[config.mk]
export PLATFORM = sky130hd
export DESIGN_NAME = fraction_alu_with_reduction
export DESIGN_NICKNAME = d
export VERILOG_FILES = /design/src/rtl/fau_pkg.sv /design/src/rtl/fau_ctrl.sv /design/src/rtl/fau_dp.sv /design/src/rtl/fraction_alu_with_reduction.sv
export SDC_FILE = /design/constraint.sdc
export NUM_CORES = 2
export LEC_CHECK = 0
export ABC_AREA = 0
export ABC_CLOCK_PERIOD_IN_PS = 8900
export BUFFER_PORTS_ARGS = -buffer_cell sky130_fd_sc_hd__buf_2
export CORE_MARGIN = 2
export CORE_UTILIZATION = 45
export CTS_CLUSTER_SIZE = 12
export DETAILED_ROUTE_END_ITERATION = 16
export GPL_ROUTABILITY_DRIVEN = 0
export GPL_TIMING_DRIVEN = 0
export RECOVER_POWER = 100
export REMOVE_ABC_BUFFERS = 1
export SKIP_CTS_REPAIR_TIMING = 1
export SYNTH_ARGS = -nofsm -noshare
export SYNTH_HDL_FRONTEND = slang
export SYNTH_SLANG_ARGS = --single-unit
[constraint.sdc]
create_clock -name clock -period 8.9 [get_ports clock]
set_clock_uncertainty 0.15 [all_clocks]
set_input_delay 1.335 -clock clock [delete_from_list [all_inputs] [get_ports clock]]
set_output_delay 1.335 -clock clock [all_outputs]
set_load 0.02 [all_outputs]
[src/rtl/fau_pkg.sv]
// Shared types and constants for the fraction ALU.
package fau_pkg;
   localparam int NUM_W = 33;
   localparam int DEN_W = 31;
   localparam int CMD_W = 3;
   localparam int STS_W = 2;

   localparam logic [CMD_W-1:0] CMD_ADD = 3'd0;
   localparam logic [CMD_W-1:0] CMD_SUB = 3'd1;
   localparam logic [CMD_W-1:0] CMD_MUL = 3'd2;
   localparam logic [CMD_W-1:0] CMD_DIV = 3'd3;

   localparam logic [STS_W-1:0] STS_OK      = 2'd0;
   localparam logic [STS_W-1:0] STS_ZERODEN = 2'd1;
   localparam logic [STS_W-1:0] STS_DIVZERO = 2'd2;

   typedef enum logic [2:0] {
      ST_IDLE,
      ST_PROD,
      ST_SUM,
      ST_GCD,
      ST_DIV,
      ST_OUT
   } state_type;

   typedef struct packed {
      logic load;
      logic prod;
      logic sum;
      logic gcd_step;
      logic div_start;
      logic div_step;
      logic out_load;
   } cmd_type;

   typedef struct packed {
      logic err;
      logic gcd_done;
      logic div_done;
   } sts_type;
endpackage

[src/rtl/fau_ctrl.sv]
// Sequencer for the fraction ALU.
module fau_ctrl
   import fau_pkg::*;
(
   input  logic    clock,
   input  logic    reset,
   input  logic    req_tvalid,
   output logic    req_tready,
   output logic    rsp_tvalid,
   input  logic    rsp_tready,
   input  sts_type sts,
   output cmd_type cmd
);
   state_type state_ff, state_in;
   logic      rsp_valid_ff, rsp_valid_in;
   logic      out_free;

   assign out_free = !rsp_valid_ff || rsp_tready;

   always_comb begin
      state_in = state_ff;
      unique case (state_ff)
         ST_IDLE: if (req_tvalid) state_in = ST_PROD;
         ST_PROD: state_in = sts.err ? ST_OUT : ST_SUM;
         ST_SUM:  state_in = ST_GCD;
         ST_GCD:  if (sts.gcd_done) state_in = ST_DIV;
         ST_DIV:  if (sts.div_done) state_in = ST_OUT;
         ST_OUT:  if (out_free) state_in = ST_IDLE;
         default: state_in = ST_IDLE;
      endcase
   end

   always_comb begin
      cmd          = '0;
      req_tready   = 1'b0;
      rsp_valid_in = rsp_valid_ff && !rsp_tready;
      unique case (state_ff)
         ST_IDLE: begin
            req_tready = 1'b1;
            cmd.load   = req_tvalid;
         end
         ST_PROD: cmd.prod = 1'b1;
         ST_SUM:  cmd.sum = 1'b1;
         ST_GCD: begin
            cmd.gcd_step  = !sts.gcd_done;
            cmd.div_start = sts.gcd_done;
         end
         ST_DIV:  cmd.div_step = !sts.div_done;
         ST_OUT: begin
            if (out_free) begin
               cmd.out_load = 1'b1;
               rsp_valid_in = 1'b1;
            end
         end
         default: ;
      endcase
   end

   always_ff @(posedge clock) begin
      if (reset) begin
         state_ff     <= ST_IDLE;
         rsp_valid_ff <= 1'b0;
      end else begin
         state_ff     <= state_in;
         rsp_valid_ff <= rsp_valid_in;
      end
   end

   assign rsp_tvalid = rsp_valid_ff;
endmodule

[src/rtl/fau_dp.sv]
// Datapath for the fraction ALU: products, sum, gcd and division by gcd.
module fau_dp
   import fau_pkg::*;
#(
   parameter int WIDTH = 16
) (
   input  logic              clock,
   input  logic [CMD_W-1:0]  command,
   input  logic [WIDTH-1:0]  a_num,
   input  logic [WIDTH-1:0]  a_den,
   input  logic [WIDTH-1:0]  b_num,
   input  logic [WIDTH-1:0]  b_den,
   input  cmd_type           cmd,
   output sts_type           sts,
   output logic [NUM_W-1:0]  res_num,
   output logic [DEN_W-1:0]  res_den,
   output logic [STS_W-1:0]  status
);
   localparam int PW  = 2 * WIDTH;
   localparam int MW  = PW + 1;
   localparam int CW  = $clog2(MW + 1);

   logic [CMD_W-1:0] cmd_ff;
   logic [WIDTH-1:0] an_ff, ad_ff, bn_ff, bd_ff;
   logic             ad_s_ff, bn_s_ff;
   logic [PW-1:0]    p1_ff, p2_ff, pd_ff;
   logic             p1_s_ff, p2_s_ff, pd_s_ff;
   logic [MW-1:0]    nm_ff, dm_ff, gx_ff, gy_ff;
   logic [CW-1:0]    k_ff;
   logic             neg_ff;
   logic [STS_W-1:0] sts_ff;
   logic [MW-1:0]    q_ff, rem_ff, dvd_ff;
   logic [MW-1:0]    qn_ff;
   logic             phase_ff;
   logic [CW-1:0]    cnt_ff;
   logic [NUM_W-1:0] rn_ff;
   logic [DEN_W-1:0] rd_ff;
   logic [STS_W-1:0] rs_ff;

   logic [WIDTH-1:0] an_m, ad_m, bn_m, bd_m;
   logic             uses_b, bn_neg_eff;
   logic [STS_W-1:0] sts_calc;
   logic             p2_neg;
   logic [MW-1:0]    sum_mag;
   logic             sum_neg;
   logic [MW:0]      rtry;
   logic [MW-1:0]    rsh;
   logic [MW-1:0]    gx_sub, gy_sub;

   function automatic logic [WIDTH-1:0] mag(input logic [WIDTH-1:0] v);
      mag = v[WIDTH-1] ? (~v + 1'b1) : v;
   endfunction

   assign an_m = mag(an_ff);
   assign ad_m = mag(ad_ff);
   assign bn_m = mag(bn_ff);
   assign bd_m = mag(bd_ff);
   assign uses_b = (cmd_ff <= CMD_DIV);
   assign bn_neg_eff = (cmd_ff == CMD_SUB) ? !bn_s_ff : bn_s_ff;

   always_comb begin
      priority if (ad_ff == '0 || (uses_b && bd_ff == '0)) sts_calc = STS_ZERODEN;
      else if (cmd_ff == CMD_DIV && bn_ff == '0)          sts_calc = STS_DIVZERO;
      else                                                  sts_calc = STS_OK;
   end

   always_comb begin
      p2_neg = (cmd_ff == CMD_SUB) ? (bn_neg_eff ^ ad_s_ff) : p2_s_ff;
      priority if (p2_neg == p1_s_ff || cmd_ff > CMD_SUB) begin
         sum_mag = MW'(p1_ff) + MW'(p2_ff);
         sum_neg = p1_s_ff ^ pd_s_ff;
      end else if (p1_ff >= p2_ff) begin
         sum_mag = MW'(p1_ff - p2_ff);
         sum_neg = p1_s_ff ^ pd_s_ff;
      end else begin
         sum_mag = MW'(p2_ff - p1_ff);
         sum_neg = !p1_s_ff ^ pd_s_ff;
      end
   end

   // binary gcd step operands; restoring divider uses gx_ff as divisor
   assign gx_sub = gx_ff - gy_ff;
   assign gy_sub = gy_ff - gx_ff;
   assign rsh    = {rem_ff[MW-2:0], dvd_ff[MW-1]};
   assign rtry   = {1'b0, rsh} - {1'b0, gx_ff};

   assign sts.err      = (sts_calc != STS_OK);
   assign sts.gcd_done = (gx_ff == '0);
   assign sts.div_done = phase_ff && (cnt_ff == CW'(MW));

   always_ff @(posedge clock) begin
      if (cmd.load) begin
         cmd_ff  <= command;
         an_ff   <= a_num;
         ad_ff   <= a_den;
         bn_ff   <= b_num;
         bd_ff   <= b_den;
      end
      if (cmd.prod) begin
         ad_s_ff <= ad_ff[WIDTH-1];
         bn_s_ff <= bn_ff[WIDTH-1];
         sts_ff  <= sts_calc;
         unique case (cmd_ff)
            CMD_ADD, CMD_SUB: begin
               p1_ff <= PW'(an_m) * PW'(bd_m);
               p2_ff <= PW'(bn_m) * PW'(ad_m);
               pd_ff <= PW'(ad_m) * PW'(bd_m);
               p1_s_ff <= an_ff[WIDTH-1] ^ bd_ff[WIDTH-1];
               p2_s_ff <= bn_ff[WIDTH-1] ^ ad_ff[WIDTH-1];
               pd_s_ff <= ad_ff[WIDTH-1] ^ bd_ff[WIDTH-1];
            end
            CMD_MUL: begin
               p1_ff <= PW'(an_m) * PW'(bn_m);
               p2_ff <= '0;
               pd_ff <= PW'(ad_m) * PW'(bd_m);
               p1_s_ff <= an_ff[WIDTH-1] ^ bn_ff[WIDTH-1];
               p2_s_ff <= 1'b0;
               pd_s_ff <= ad_ff[WIDTH-1] ^ bd_ff[WIDTH-1];
            end
            CMD_DIV: begin
               p1_ff <= PW'(an_m) * PW'(bd_m);
               p2_ff <= '0;
               pd_ff <= PW'(ad_m) * PW'(bn_m);
               p1_s_ff <= an_ff[WIDTH-1] ^ bd_ff[WIDTH-1];
               p2_s_ff <= 1'b0;
               pd_s_ff <= ad_ff[WIDTH-1] ^ bn_ff[WIDTH-1];
            end
            default: begin
               p1_ff <= PW'(an_m);
               p2_ff <= '0;
               pd_ff <= PW'(ad_m);
               p1_s_ff <= an_ff[WIDTH-1];
               p2_s_ff <= 1'b0;
               pd_s_ff <= ad_ff[WIDTH-1];
            end
         endcase
      end
      if (cmd.sum) begin
         nm_ff    <= sum_mag;
         neg_ff   <= sum_neg;
         dm_ff    <= MW'(pd_ff);
         gx_ff    <= sum_mag;
         gy_ff    <= MW'(pd_ff);
         k_ff     <= '0;
         phase_ff <= 1'b0;
      end
      if (cmd.gcd_step) begin
         // strip shared and single factors of two, else halve the odd difference
         priority if (!gx_ff[0] && !gy_ff[0]) begin
            gx_ff <= gx_ff >> 1;
            gy_ff <= gy_ff >> 1;
            k_ff  <= k_ff + 1'b1;
         end else if (!gx_ff[0]) begin
            gx_ff <= gx_ff >> 1;
         end else if (!gy_ff[0]) begin
            gy_ff <= gy_ff >> 1;
         end else if (gx_ff >= gy_ff) begin
            gx_ff <= gx_sub >> 1;
         end else begin
            gy_ff <= gy_sub >> 1;
         end
      end
      if (cmd.div_start) begin
         gx_ff    <= gy_ff << k_ff;
         dvd_ff   <= nm_ff;
         rem_ff   <= '0;
         q_ff     <= '0;
         cnt_ff   <= '0;
         phase_ff <= 1'b0;
      end
      if (cmd.div_step) begin
         if (cnt_ff == CW'(MW)) begin
            qn_ff    <= q_ff;
            dvd_ff   <= dm_ff;
            rem_ff   <= '0;
            q_ff     <= '0;
            cnt_ff   <= '0;
            phase_ff <= 1'b1;
         end else begin
            dvd_ff <= {dvd_ff[MW-2:0], 1'b0};
            if (!rtry[MW]) begin
               rem_ff <= rtry[MW-1:0];
               q_ff   <= {q_ff[MW-2:0], 1'b1};
            end else begin
               rem_ff <= rsh;
               q_ff   <= {q_ff[MW-2:0], 1'b0};
            end
            cnt_ff <= cnt_ff + 1'b1;
         end
      end
      if (cmd.out_load) begin
         rs_ff <= sts_ff;
         if (sts_ff != STS_OK) begin
            rn_ff <= '0;
            rd_ff <= '0;
         end else if (nm_ff == '0) begin
            rn_ff <= '0;
            rd_ff <= DEN_W'(1);
         end else begin
            rn_ff <= neg_ff ? NUM_W'(-qn_ff) : NUM_W'(qn_ff);
            rd_ff <= DEN_W'(q_ff);
         end
      end
   end

   assign res_num = rn_ff;
   assign res_den = rd_ff;
   assign status  = rs_ff;
endmodule

[src/rtl/fraction_alu_with_reduction.sv]
// Top level of the fraction ALU with gcd reduction.
// channel | dir | fields
// req     | in  | tdata: command, a_num, a_den, b_num, b_den
// rsp     | out | tdata: res_num, res_den, status
// One item at a time: accept, products and sum, then the binary gcd, then two restoring
// divisions (numerator, then denominator, by the gcd), then output.
// A beat with a zero denominator or a zero divisor skips to output after the products.
// Reset clears the sequencer and output valid only.
// The result register holds while rsp_tready is low; the next result waits for it.
module fraction_alu_with_reduction
   import fau_pkg::*;
#(
   parameter int WIDTH = 16
) (
   input  logic clock,
   input  logic reset,
   input  logic req_tvalid,
   output logic req_tready,
   // command, a_num, a_den, b_num, b_den from bit 0, zero pad to bytes
   input  logic [((CMD_W+4*WIDTH+7)/8)*8-1:0] req_tdata,
   output logic rsp_tvalid,
   input  logic rsp_tready,
   // res_num, res_den, status from bit 0
   output logic [71:0] rsp_tdata
);
   cmd_type cmd;
   sts_type sts;
   logic [NUM_W-1:0] res_num;
   logic [DEN_W-1:0] res_den;
   logic [STS_W-1:0] status;

   fau_ctrl u_ctrl (
      .clock, .reset, .req_tvalid, .req_tready, .rsp_tvalid, .rsp_tready,
      .sts, .cmd
   );

   fau_dp #(.WIDTH(WIDTH)) u_dp (
      .clock,
      .command (req_tdata[CMD_W-1:0]),
      .a_num   (req_tdata[CMD_W+WIDTH-1:CMD_W]),
      .a_den   (req_tdata[CMD_W+2*WIDTH-1:CMD_W+WIDTH]),
      .b_num   (req_tdata[CMD_W+3*WIDTH-1:CMD_W+2*WIDTH]),
      .b_den   (req_tdata[CMD_W+4*WIDTH-1:CMD_W+3*WIDTH]),
      .cmd, .sts, .res_num, .res_den, .status
   );

   assign rsp_tdata = {6'd0, status, res_den, res_num};
endmodule

==> metrics.md <==
| Metric | Value |
|---|---|
| Async set-reset flop share out of synthesis | 0% |
| Routed WL | 225000 µm |
| Initial antenna violation count | 3 |
| Fin nets | 9094 |
| Row cnt | 141 |
| Largest net degree at the start of global routing | 81 |
| Area leader, netlist | fa_1 |
| Dpl cells | 9386 |
| Post-route minimum period | 9120 ps |
| Post-Syn Area | 67200 µm² |
| CORE AREA | 148000 µm² |
| Clock transition at path regs | 60 ps |
| EDFF count, synth | 439 |
| Initial core utilization | 45.4% |
| Type of the worst min-delay path | reg -> reg |
| Worst path arrival time | 9400 ps |
| Routed vias/inst | 5.85 |
| Die width | 390 µm |
| Failing checks | capacitance limit, slew limit, setup timing |
| Max Cap Viol | 13 |
| Yosys Warn Count | 0 |
| RSZ-0062 raised after global routing | true |
| Pins Over Slew Limit | 540 |
| Sequential area share after synthesis | 21.9% |
| Outcome | finished, violations left |
| FF+latch area | 14700 µm² |
| Post-Syn Instances | 7567 |
| Port Buffers | 138 |
| Main synth FF type | edfxtp_1 |
| Antenna cells | 0 |
| P&R area growth vs syn | 12.3% |
| Synth area leaders | fa_1, edfxtp_1, ha_1, inv_1, nor2_1 |
| H-tree depth | 2 |
| Fillcell total | 13600 |
| Root Driver | clkbuf_16 |
| GRT Residual Overflow | 0 |
| Final Non-Filler Cells | 9599 |
| CTS tree | done |
| Post-synth top area share | 23.3% |
| Dpl hpwl | 175000 µm |
| Worst Tran Pin Value | 3690 ps |
| Slowest CP cell | or4_4 |
| Die area | 152000 µm² |
| Maximum clock path buffer count | 3 |
| Worst skew pair latency | 700 ps |
| ANT nets after route | 0 |
| Cts bufs inserted | 61 |
| Multi-input gate area in the final layout | 48900 µm² |
| Yosys reg bits | 516 |
| Vias in the first global route | 56000 |
| Worst setup EP type | flop |
| CP Class | reg -> reg |
| Critical Path Max Stage Delay | 570 ps |
| Max FO, Critical Path | 6 |
| Num Clock Sinks | 516 |
| Tcrit/Tclk final | 102% |
| Final design utilization | 51.0% |
| Most frequent cells in the layout | inv_1, nor2_1, nand2_1 |
| DR iter-0 viols | 5174 |
| WP data required | 9190 ps |
| Fmax | 0.110 GHz |
| Vert. Die Dim | 390 µm |
| Synthesized area per cell | 8.88 µm² |
| Endpoints failing setup | 6 |
| First-pass DRT Iterations | 6 |
| Most common cell after layout, fill and taps aside | inv_1 |
| Relative max-transition margin | -146% |
| Number of distinct library cells after synthesis | 100 |
| DR vias | 56100 |
| Layout cells sized above 1 | 8.37% |
| Final WS setup | -217 ps |
| First-pass GRT wire length | 333000 µm |
| Total Routing Usage GR | 28.5% |
| Final Hold Viols | 0 |
| IO Pins | 150 |
| Startpoint Class | flop |
| DR WL/cell | 23.5 µm |
| Crit-path most repeated cell | fa_1 |
| DRC | 0 |
worst max-delay path: cells and delay by family (launching register included):
kind / cells / cell delay [ps]
flops: 1 / 380
fa+ha+maj: 8 / 3480
buf+inv: 10 / 1110
simple gates: 5 / 940
xor+xnor: 2 / 320
compound gates: 9 / 2470
layer usage:
metal  up-vias  global-route usage, %  share of wire [%]
met1     27700                   36.5                 39
met4         0                   13.8                6.2
li1      25100                      -                  -
met5         -                      0                  0
met2      2690                   47.1                 46
met3       660                   4.77                8.7
Yosys cell counts (51+ instances only):
master and n:
nor3_1 95, inv_1 1109, nor2_1 896, o22ai_1 62, o21a_1 51, fa_1 782
dfxtp_1 77, xnor2_1 212, nand3_1 59, xor2_1 137, clkbuf_1 307, nand2_1 838
nand2b_1 73, a21oi_1 430, and2_1 92, ha_1 619, edfxtp_1 439, a21o_1 110
o21ai_0 238, a211oi_1 64, mux2i_1 108, o21bai_1 57
sequential cells by signal (all words and copies together), names as in the netlist, 6 cells and up:
register,cells
u_dp.ad_ff,16
u_dp.an_ff,16
u_dp.bd_ff,16
u_dp.bn_ff,16
u_dp.cnt_ff,6
u_dp.dm_ff,32
u_dp.dvd_ff,33
u_dp.gx_ff,33
u_dp.gy_ff,33
u_dp.k_ff,6
u_dp.nm_ff,33
u_dp.p1_ff,32
u_dp.p2_ff,32
u_dp.pd_ff,32
u_dp.q_ff,33
u_dp.qn_ff,33
u_dp.rem_ff,32
u_dp.res_den,31
u_dp.res_num,33
final timing paths:
| check | from | to | slack, ps | cells past startpoint |
|---|---|---|---|---|
| max | u_dp.bn_ff[0] | u_dp.pd_ff[26] | -220 | 34 |
| min | u_dp.q_ff[32] | u_dp.qn_ff[32] | 280 | 0 |
| max reg2reg | u_dp.bn_ff[0] | u_dp.pd_ff[26] | -220 | 34 |
| min reg2reg | u_dp.q_ff[32] | u_dp.qn_ff[32] | 280 | 0 |
per-stage QoR:
| stage | setup TNS (ps) | worst slack [ps] | area, µm² | hold slack [ps] |
|---|---|---|---|---|
| 5_1_grt | -4210 | -440 | 75400 | 303 |
| 3_3_place_gp | -775970 | -4940 | 68800 | 254 |
| 2_1_floorplan | 0 | 32.5 | 65700 | 250 |
| 6_report | -939 | -217 | 75400 | 279 |
| 3_5_place_dp | -146790 | -3250 | 71800 | 265 |
| 4_1_cts | -149500 | -3290 | 73800 | 281 |
cell type report:
| class | instances | area share, % |
|---|---|---|
| multi-input cells | 5564 | 64.8 |
| flip-flops and latches | 516 | 19.5 |
| inverters | 1119 | 5.59 |
| repair buffers | 354 | 4.25 |
| well taps | 1930 | 3.20 |
| clock buffers | 89 | 2.27 |
| clock inverters | 26 | 0.383 |
| repair inverters | 1 | 0.00663 |
logic make-up after synthesis:
logic type | synth area share, %
buffers and inverters | 8.48
muxes | 2.15
adders and majority gates | 34.8
xor gates and xnor gates | 4.55
other | 0.00558
and+or+nand+nor | 14.8
AOI/OAI and AO/OA | 13.2
DFF | 21.9
Power is not shown: default switching activity piles up to over one toggle a cycle in this logic, so the estimate is an artifact.
